**config.mk**
```make
export PLATFORM = sky130hd
export DESIGN_NAME = crc8_checked_frame_receiver_core_flat
export DESIGN_NICKNAME = d
export VERILOG_FILES = /design/src/rtl/crc8fr_pkg.sv /design/src/rtl/crc8fr_if.sv /design/src/rtl/crc8_checked_frame_receiver_core.sv /design/src/flat_wrapper.sv
export SDC_FILE = /design/constraint.sdc
export NUM_CORES = 1
export LEC_CHECK = 0
export BUFFER_PORTS_ARGS = -buffer_cell sky130_fd_sc_hd__buf_2
export CAP_MARGIN = 20
export CORE_MARGIN = 8
export CORE_UTILIZATION = 55
export DETAILED_ROUTE_END_ITERATION = 16
export GPL_ROUTABILITY_DRIVEN = 1
export GPL_TIMING_DRIVEN = 0
export HOLD_SLACK_MARGIN = 0.12
export PLACE_DENSITY = 0.73
export SETUP_SLACK_MARGIN = 0.15
export SYNTH_ARGS = -nofsm -noshare
export SYNTH_HDL_FRONTEND = slang
export SYNTH_SLANG_ARGS = --single-unit
```
**constraint.sdc**
```tcl
create_clock -name clk -period 5.37 [get_ports clk]
set_clock_uncertainty 0.05 [all_clocks]
set_input_delay 0.2685 -clock clk [delete_from_list [all_inputs] [get_ports clk]]
set_output_delay 0.2685 -clock clk [all_outputs]
set_load 0.005 [all_outputs]
```
**src/rtl/crc8fr_pkg.sv**
```systemverilog
// Package for the CRC-8 checked frame receiver.
// Holds frame marker constants, result kinds and the CRC-8 byte update.
// No dependencies.
package crc8fr_pkg;

  localparam logic [7:0] FRAME_START1 = 8'h23;
  localparam logic [7:0] FRAME_START2 = 8'h21;
  localparam logic [7:0] FRAME_END1 = 8'h2A;
  localparam logic [7:0] FRAME_END2 = 8'h26;
  localparam logic [7:0] CRC_POLY = 8'h07;
  localparam logic [7:0] MAX_COUNT_RESET = 8'd250;

  typedef enum logic [1:0] {
    KIND_PAYLOAD = 2'd0,
    KIND_GOOD = 2'd1,
    KIND_BAD_CRC = 2'd2,
    KIND_ABORT = 2'd3
  } kind_t;

  typedef struct packed {
    kind_t out_kind;
    logic [7:0] out_byte;
  } result_t;

  function automatic logic [7:0] crc8_update(input logic [7:0] crc, input logic [7:0] b);
    logic [7:0] c;
    c = crc ^ b;
    for (int i = 0; i < 8; i++) begin
      if (c[7]) begin
        c = {c[6:0], 1'b0} ^ CRC_POLY;
      end else begin
        c = {c[6:0], 1'b0};
      end
    end
    return c;
  endfunction

endpackage

```
**src/rtl/crc8fr_if.sv**
```systemverilog
// Valid/ready channel interfaces for the frame receiver.
// Depends on crc8fr_pkg for the result kind type.
interface crc8fr_in_if;
  logic valid;
  logic ready;
  logic [7:0] rx_byte;

  modport source (output valid, output rx_byte, input ready);
  modport sink (input valid, input rx_byte, output ready);
endinterface

interface crc8fr_out_if;
  import crc8fr_pkg::*;
  logic valid;
  logic ready;
  kind_t out_kind;
  logic [7:0] out_byte;

  modport source (output valid, output out_kind, output out_byte, input ready);
  modport sink (input valid, input out_kind, input out_byte, output ready);
endinterface

```
**src/rtl/crc8_checked_frame_receiver_core.sv**
```systemverilog
// Frame receiver: hunts for '#','!',len16,payload,'*',crc,'&' and checks CRC-8.
// The result is registered; one byte per cycle is taken while the skid entry is empty.
// A two-entry output stage (result register plus skid) absorbs one result under stall; input stalls while skid is full.
// Reset (rst_n low, synchronous) returns to hunting, clears results, limit to 250.
// Depends on crc8fr_pkg and crc8fr_if.
module crc8_checked_frame_receiver_core (
  input  logic                clk,
  input  logic                rst_n,
  crc8fr_in_if.sink           in_rx,
  crc8fr_out_if.source        out_res,
  input  logic                cfg_wr_en,
  input  logic [7:0]          cfg_wr_data
);
  import crc8fr_pkg::*;

  typedef enum logic [2:0] {
    PH_HUNT   = 3'd0,
    PH_START2 = 3'd1,
    PH_LEN_HI = 3'd2,
    PH_LEN_LO = 3'd3,
    PH_BODY   = 3'd4
  } phase_t;

  phase_t      phase_r, phase_nxt;
  logic [15:0] frame_length_r, frame_length_nxt;
  logic [8:0]  byte_count_r, byte_count_nxt;
  logic [7:0]  running_crc_r, running_crc_nxt;
  logic [7:0]  received_crc_r, received_crc_nxt;
  logic [7:0]  max_count_r;

  logic        out_valid_r, skid_valid_r;
  result_t     out_data_r, skid_data_r;

  logic        accept, pop, res_valid;
  result_t     res;
  logic [8:0]  count_inc;
  logic [16:0] count_ext, len_ext;
  logic [7:0]  b;

  assign in_rx.ready = !skid_valid_r;
  assign accept = in_rx.valid && in_rx.ready;
  assign pop = out_valid_r && out_res.ready;
  assign out_res.valid = out_valid_r;
  assign out_res.out_kind = out_data_r.out_kind;
  assign out_res.out_byte = out_data_r.out_byte;

  assign b = in_rx.rx_byte;
  assign count_inc = byte_count_r + 9'd1;
  assign count_ext = {8'd0, count_inc};
  assign len_ext = {1'b0, frame_length_r};

  always_comb begin
    phase_nxt = phase_r;
    frame_length_nxt = frame_length_r;
    byte_count_nxt = byte_count_r;
    running_crc_nxt = running_crc_r;
    received_crc_nxt = received_crc_r;
    res_valid = 1'b0;
    res.out_kind = KIND_PAYLOAD;
    res.out_byte = 8'd0;
    case (phase_r)
      PH_START2: begin
        phase_nxt = (b == FRAME_START2) ? PH_LEN_HI : PH_HUNT;
      end
      PH_LEN_HI: begin
        frame_length_nxt = {b, 8'd0};
        phase_nxt = PH_LEN_LO;
      end
      PH_LEN_LO: begin
        frame_length_nxt = {frame_length_r[15:8], b};
        phase_nxt = PH_BODY;
      end
      PH_BODY: begin
        byte_count_nxt = count_inc;
        if (count_inc > {1'b0, max_count_r}) begin
          res_valid = 1'b1;
          res.out_kind = KIND_ABORT;
          phase_nxt = PH_HUNT;
        end else if (count_ext <= len_ext) begin
          running_crc_nxt = crc8_update(running_crc_r, b);
          res_valid = 1'b1;
          res.out_byte = b;
        end else if (count_ext == len_ext + 17'd1) begin
          if (b != FRAME_END1) begin
            res_valid = 1'b1;
            res.out_kind = KIND_ABORT;
            phase_nxt = PH_HUNT;
          end
        end else if (count_ext == len_ext + 17'd2) begin
          received_crc_nxt = b;
        end else if (count_ext == len_ext + 17'd3) begin
          res_valid = 1'b1;
          phase_nxt = PH_HUNT;
          if (b != FRAME_END2) begin
            res.out_kind = KIND_ABORT;
          end else if (received_crc_r == ~running_crc_r) begin
            res.out_kind = KIND_GOOD;
          end else begin
            res.out_kind = KIND_BAD_CRC;
          end
        end
      end
      default: begin
        phase_nxt = (b == FRAME_START1) ? PH_START2 : PH_HUNT;
      end
    endcase
    if (phase_r == PH_BODY && phase_nxt == PH_HUNT) begin
      frame_length_nxt = 16'd0;
      byte_count_nxt = 9'd0;
      running_crc_nxt = 8'd0;
      received_crc_nxt = 8'd0;
    end
  end

  always_ff @(posedge clk) begin
    if (!rst_n) begin
      phase_r <= PH_HUNT;
      frame_length_r <= 16'd0;
      byte_count_r <= 9'd0;
      running_crc_r <= 8'd0;
      received_crc_r <= 8'd0;
      max_count_r <= MAX_COUNT_RESET;
      out_valid_r <= 1'b0;
      skid_valid_r <= 1'b0;
    end else begin
      if (cfg_wr_en) begin
        max_count_r <= cfg_wr_data;
      end
      if (accept) begin
        phase_r <= phase_nxt;
        frame_length_r <= frame_length_nxt;
        byte_count_r <= byte_count_nxt;
        running_crc_r <= running_crc_nxt;
        received_crc_r <= received_crc_nxt;
      end
      if (skid_valid_r) begin
        if (pop) begin
          out_data_r <= skid_data_r;
          skid_valid_r <= 1'b0;
        end
      end else if (accept && res_valid) begin
        if (!out_valid_r || pop) begin
          out_data_r <= res;
          out_valid_r <= 1'b1;
        end else begin
          skid_data_r <= res;
          skid_valid_r <= 1'b1;
        end
      end else if (pop) begin
        out_valid_r <= 1'b0;
      end
    end
  end

endmodule

```
**src/flat_wrapper.sv**
```systemverilog
// flat-port wrapper written by rule: the top's interface ports become plain ports
module crc8_checked_frame_receiver_core_flat import crc8fr_pkg::*;
  (clk, rst_n, cfg_wr_en, cfg_wr_data, in_rx_valid, in_rx_rx_byte, in_rx_ready, out_res_valid, out_res_out_kind, out_res_out_byte, out_res_ready);
  crc8fr_in_if in_rx_i ();
  crc8fr_out_if out_res_i ();
  input  logic clk;
  input  logic rst_n;
  input  logic cfg_wr_en;
  input  logic [7:0] cfg_wr_data;
  input wire logic [$bits(in_rx_i.valid)-1:0] in_rx_valid;
  input wire logic [$bits(in_rx_i.rx_byte)-1:0] in_rx_rx_byte;
  output wire logic [$bits(in_rx_i.ready)-1:0] in_rx_ready;
  output wire logic [$bits(out_res_i.valid)-1:0] out_res_valid;
  output wire logic [$bits(out_res_i.out_kind)-1:0] out_res_out_kind;
  output wire logic [$bits(out_res_i.out_byte)-1:0] out_res_out_byte;
  input wire logic [$bits(out_res_i.ready)-1:0] out_res_ready;
  assign in_rx_i.valid = in_rx_valid;
  assign in_rx_i.rx_byte = in_rx_rx_byte;
  assign in_rx_ready = in_rx_i.ready;
  assign out_res_valid = out_res_i.valid;
  assign out_res_out_kind = out_res_i.out_kind;
  assign out_res_out_byte = out_res_i.out_byte;
  assign out_res_i.ready = out_res_ready;
  crc8_checked_frame_receiver_core u_core (.clk(clk), .rst_n(rst_n), .in_rx(in_rx_i), .out_res(out_res_i), .cfg_wr_en(cfg_wr_en), .cfg_wr_data(cfg_wr_data));
endmodule
```
==> impl_results.md <==
* Distinct cell type count after synthesis at 83
* Die area at 13,490 sq um
* Commonest cells post-synth: nand2_1, dfxtp_1, xnor2_1
* Worst Path Required at 5.33 ns
* Worst hold-check path type: input port to flip-flop
* DRC marker count from the first detailed-route iteration at 544
* Final Hold Slack at 0.1197 ns
* Startpoint-to-endpoint class of the critical path: flip-flop to flip-flop
* Worst-case headroom to the max-slew limit at 35.78%
* Worst ir drop on vdd at 0.0002239 V
* Number of vias in the routed layout at 5,158
* Growth of design area from synthesis to finish at 10.41%
* Setup bufs post-CTS at 0
* Number of core rows at 36
* Sequential Power Share at 51.2%
* Peak fanout along the critical path at 10
* Power density over the cells at 184.2 nW/um^2
* Post-synthesis instance total at 650
* Post-synth top area share at 19.60%
* Resize count post-CTS at 0
* Largest net degree at the start of global routing at 16
* Critical Path End Type: flip-flop
* DRC violation count after routing at 0
* CTS tree: built
* Number of nets with antenna violations after routing at 0
* Ys async rst share at 0%
* Cell type contributing the most total cell area after synthesis: dfxtp_1
* Cts-stage hold buffer count at 7
* Period Utilization, post-route at 86.56%
* Synth Net Count at 693
* Tot GR Track Use at 24.30%
* Number of antenna violations at the first check in global routing at 0
* Share of power burned in combinational logic at 6.7%
* Routed WL per cell at 19.04 um
* Register clock-pin slew on the reported worst setup and hold paths at 0.09 ns
* Number of buffers inserted by port buffering at 25
* Die outline width at 116.1 um
* NetSw at 0.2971 mW
* Netlist area before placement at 5515 sq um
* Clock sink count at 74
* Proportion of layout cells with a drive suffix above 1 at 13.59%
* Inserted Clock Buffers at 9
* Number of register bits inferred by synthesis at 74
* Max Cap Violations at 0
* Congestion Overflow GR at 0
* Count of inserted antenna diode cells at 0
* Clock H-tree levels at 3
* Portion of the post-synthesis area used by sequential elements at 30.49%
* Worst reg2reg path depth at 12
* Shortest period the worst path allows at 4.648 ns
* DR vias/cell at 6.200
* Accumulated negative setup slack at 0 ns
* Final count of pins violating max slew at 0
* Cell-internal power at 0.8247 mW
* Static power due to leakage at 2.288 nW
* Final hold vios at 0
* Nature of the critical path startpoint: flip-flop
* Ys Warns at 0
* Number of flops mapped to enable cells by yosys at 20
* Global-route wire length before repair at 25,460 um
* Synth Flop Type: dfxtp_1
* Most common cell in the synthesized netlist: nand2_1
* Critical path arrival at 4.61 ns
* Starting density of the core at 56.43%
* Clock latency reported for the late side of the worst-skew pair at 0.38 ns
* Worst-margin pin slew at 0.9390 ns
* Total detailed-routing wirelength at 15,840 um
* Post-layout nets at 737
* Status: complete, no violations
* Synth area leaders: dfxtp_1, edfxtp_1, xnor2_1
* Floorplan Core Area at 9774 sq um
* Routability Congestion at 1.020
* Mean instance size in the synthesized netlist at 8.485 sq um
* Pre-antenna DRT Iters at 5
* Sw frac at 26.49%
* Total setup violations reported at the end of the flow at 0
* Clk root buf: clkbuf_8
* Post-DP HPWL at 12,070 um
* Proportion of power drawn by the clock network at 42.1%
* Vertical die dimension at 116.1 um
* Fmax achieved at 215.1 MHz
* Number of global-route vias before repair at 4,907
* Setup repair after global routing missed its margin: false
* Max clock buf depth at 2
* Hold Path Depth at 3
* Top-Level Pins at 33
==> final timing paths <==
| kind | from | end | slack (ns) |
|---|---|---|---|
| setup / recovery | u_core.frame_length_r[0] | u_core.out_res.out_byte[4] | 0.72 |
| hold / removal | cfg_wr_data[2] | u_core.max_count_r[2] | 0.12 |
| setup reg to reg | u_core.frame_length_r[0] | u_core.out_res.out_byte[4] | 0.72 |
| hold reg to reg | u_core.received_crc_r[6] | u_core.received_crc_r[6] | 0.43 |
==> per-stage QoR <==
step | cell area (sq um) | total power [mW] | utilization (%) | worst slack (ns) | std cells
final | 6090 | 1.122 | 62.30 | 0.7215 | 832
after global routing | 6090 | 1.156 | 62.30 | 0.5156 | 832
after detailed placement | 5812 | 0.6570 | 59.46 | 0.7994 | 809
after CTS | 6090 | 1.124 | 62.30 | 0.7688 | 832
after floorplan | 5515 | 0.6348 | - | 1.542 | 650
after global placement | 5807 | 0.6546 | 59.41 | 0.6026 | 808
==> power by group through the flow <==
stage                     Combinational [mW]  Clock (mW)  Sequential [mW]
final                                 0.0751       0.473            0.574
after global routing                  0.0827       0.498            0.574
after CTS                             0.0743       0.475            0.574
after detailed placement              0.0699           0            0.587
after global placement                0.0677           0            0.587
after floorplan                       0.0481           0            0.587
==> cells in the final DEF, fill, tap and decap left out, types with 5 or more instances in the layout <==
master	count
edfxtp_1	20
nand3_1	26
nor2b_1	9
a22oi_1	7
nand2b_1	5
inv_1	29
clkbuf_8	9
o211ai_1	9
nor3_1	19
dfxtp_1	54
nand2_1	81
xnor2_1	46
clkbuf_1	25
and3_1	5
mux2i_1	19
xor2_1	21
nand4_1	15
o21ai_1	5
buf_2	38
a2111oi_0	5
a211oi_1	11
ha_1	22
nor2_1	27
nor4_1	19
dlygate4sd3_1	7
a31oi_1	7
o21ai_0	16
a21oi_1	33
and2_1	15
==> cell type report <==
| cell class | count | area, sq um |
|---|---|---|
| inverters | 30 | 112.6 |
| repair buffers | 33 | 200.2 |
| flip-flops and latches | 74 | 1682 |
| well taps | 133 | 166.4 |
| plain buffers | 45 | 229.0 |
| clock inverters | 7 | 83.83 |
| multi-input cells | 501 | 3492 |
| clock buffers | 9 | 123.9 |
| fillers | 851 | 3685 |
==> logic make-up after synthesis <==
kind of cell,after synthesis,synth area share [%]
multiplexers,20,3.652
AO/OA/AOI/OAI,132,17.92
AND/OR/NAND/NOR,256,24.80
XOR/XNOR,70,11.77
buffers and inverters,75,6.193
adder cells (fa/ha/maj),23,5.172
flip-flops,74,30.49
==> state kept, by name, summed over array words and instances (netlist names) <==
signal,flops
u_core.frame_length_r,16
u_core.skid_data_r,10
u_core.byte_count_r,9
u_core.max_count_r,8
u_core.out_res.out_byte,8
u_core.received_crc_r,8
u_core.running_crc_r,8
u_core.phase_r,3
u_core.out_res.out_kind,2
u_core.out_res.valid,1
u_core.skid_valid_r,1
==> metal layers <==
metal | up-vias | track usage (%) | wire length [um]
met1 | 2461 | 31.81 | 6844
met5 | - | 0 | 0
li1 | 2451 | - | -
met4 | 0 | 7.692 | 255
met3 | 26 | 5.739 | 1343
met2 | 220 | 38.65 | 7397
==> worst max-delay path: stages, from the launching register on <==
cell	delay, ns
dfxtp_1	0.40
buf_2	0.28
inv_1	0.10
ha_1	0.24
nand3b_1	0.37
nor4_1	0.35
mux2_2	0.39
or4_4	0.55
nor4_4	0.33
a31o_2	0.24
or2_1	0.21
a22oi_1	0.09
nor2_1	0.67
(Power assumes the default switching activity.)
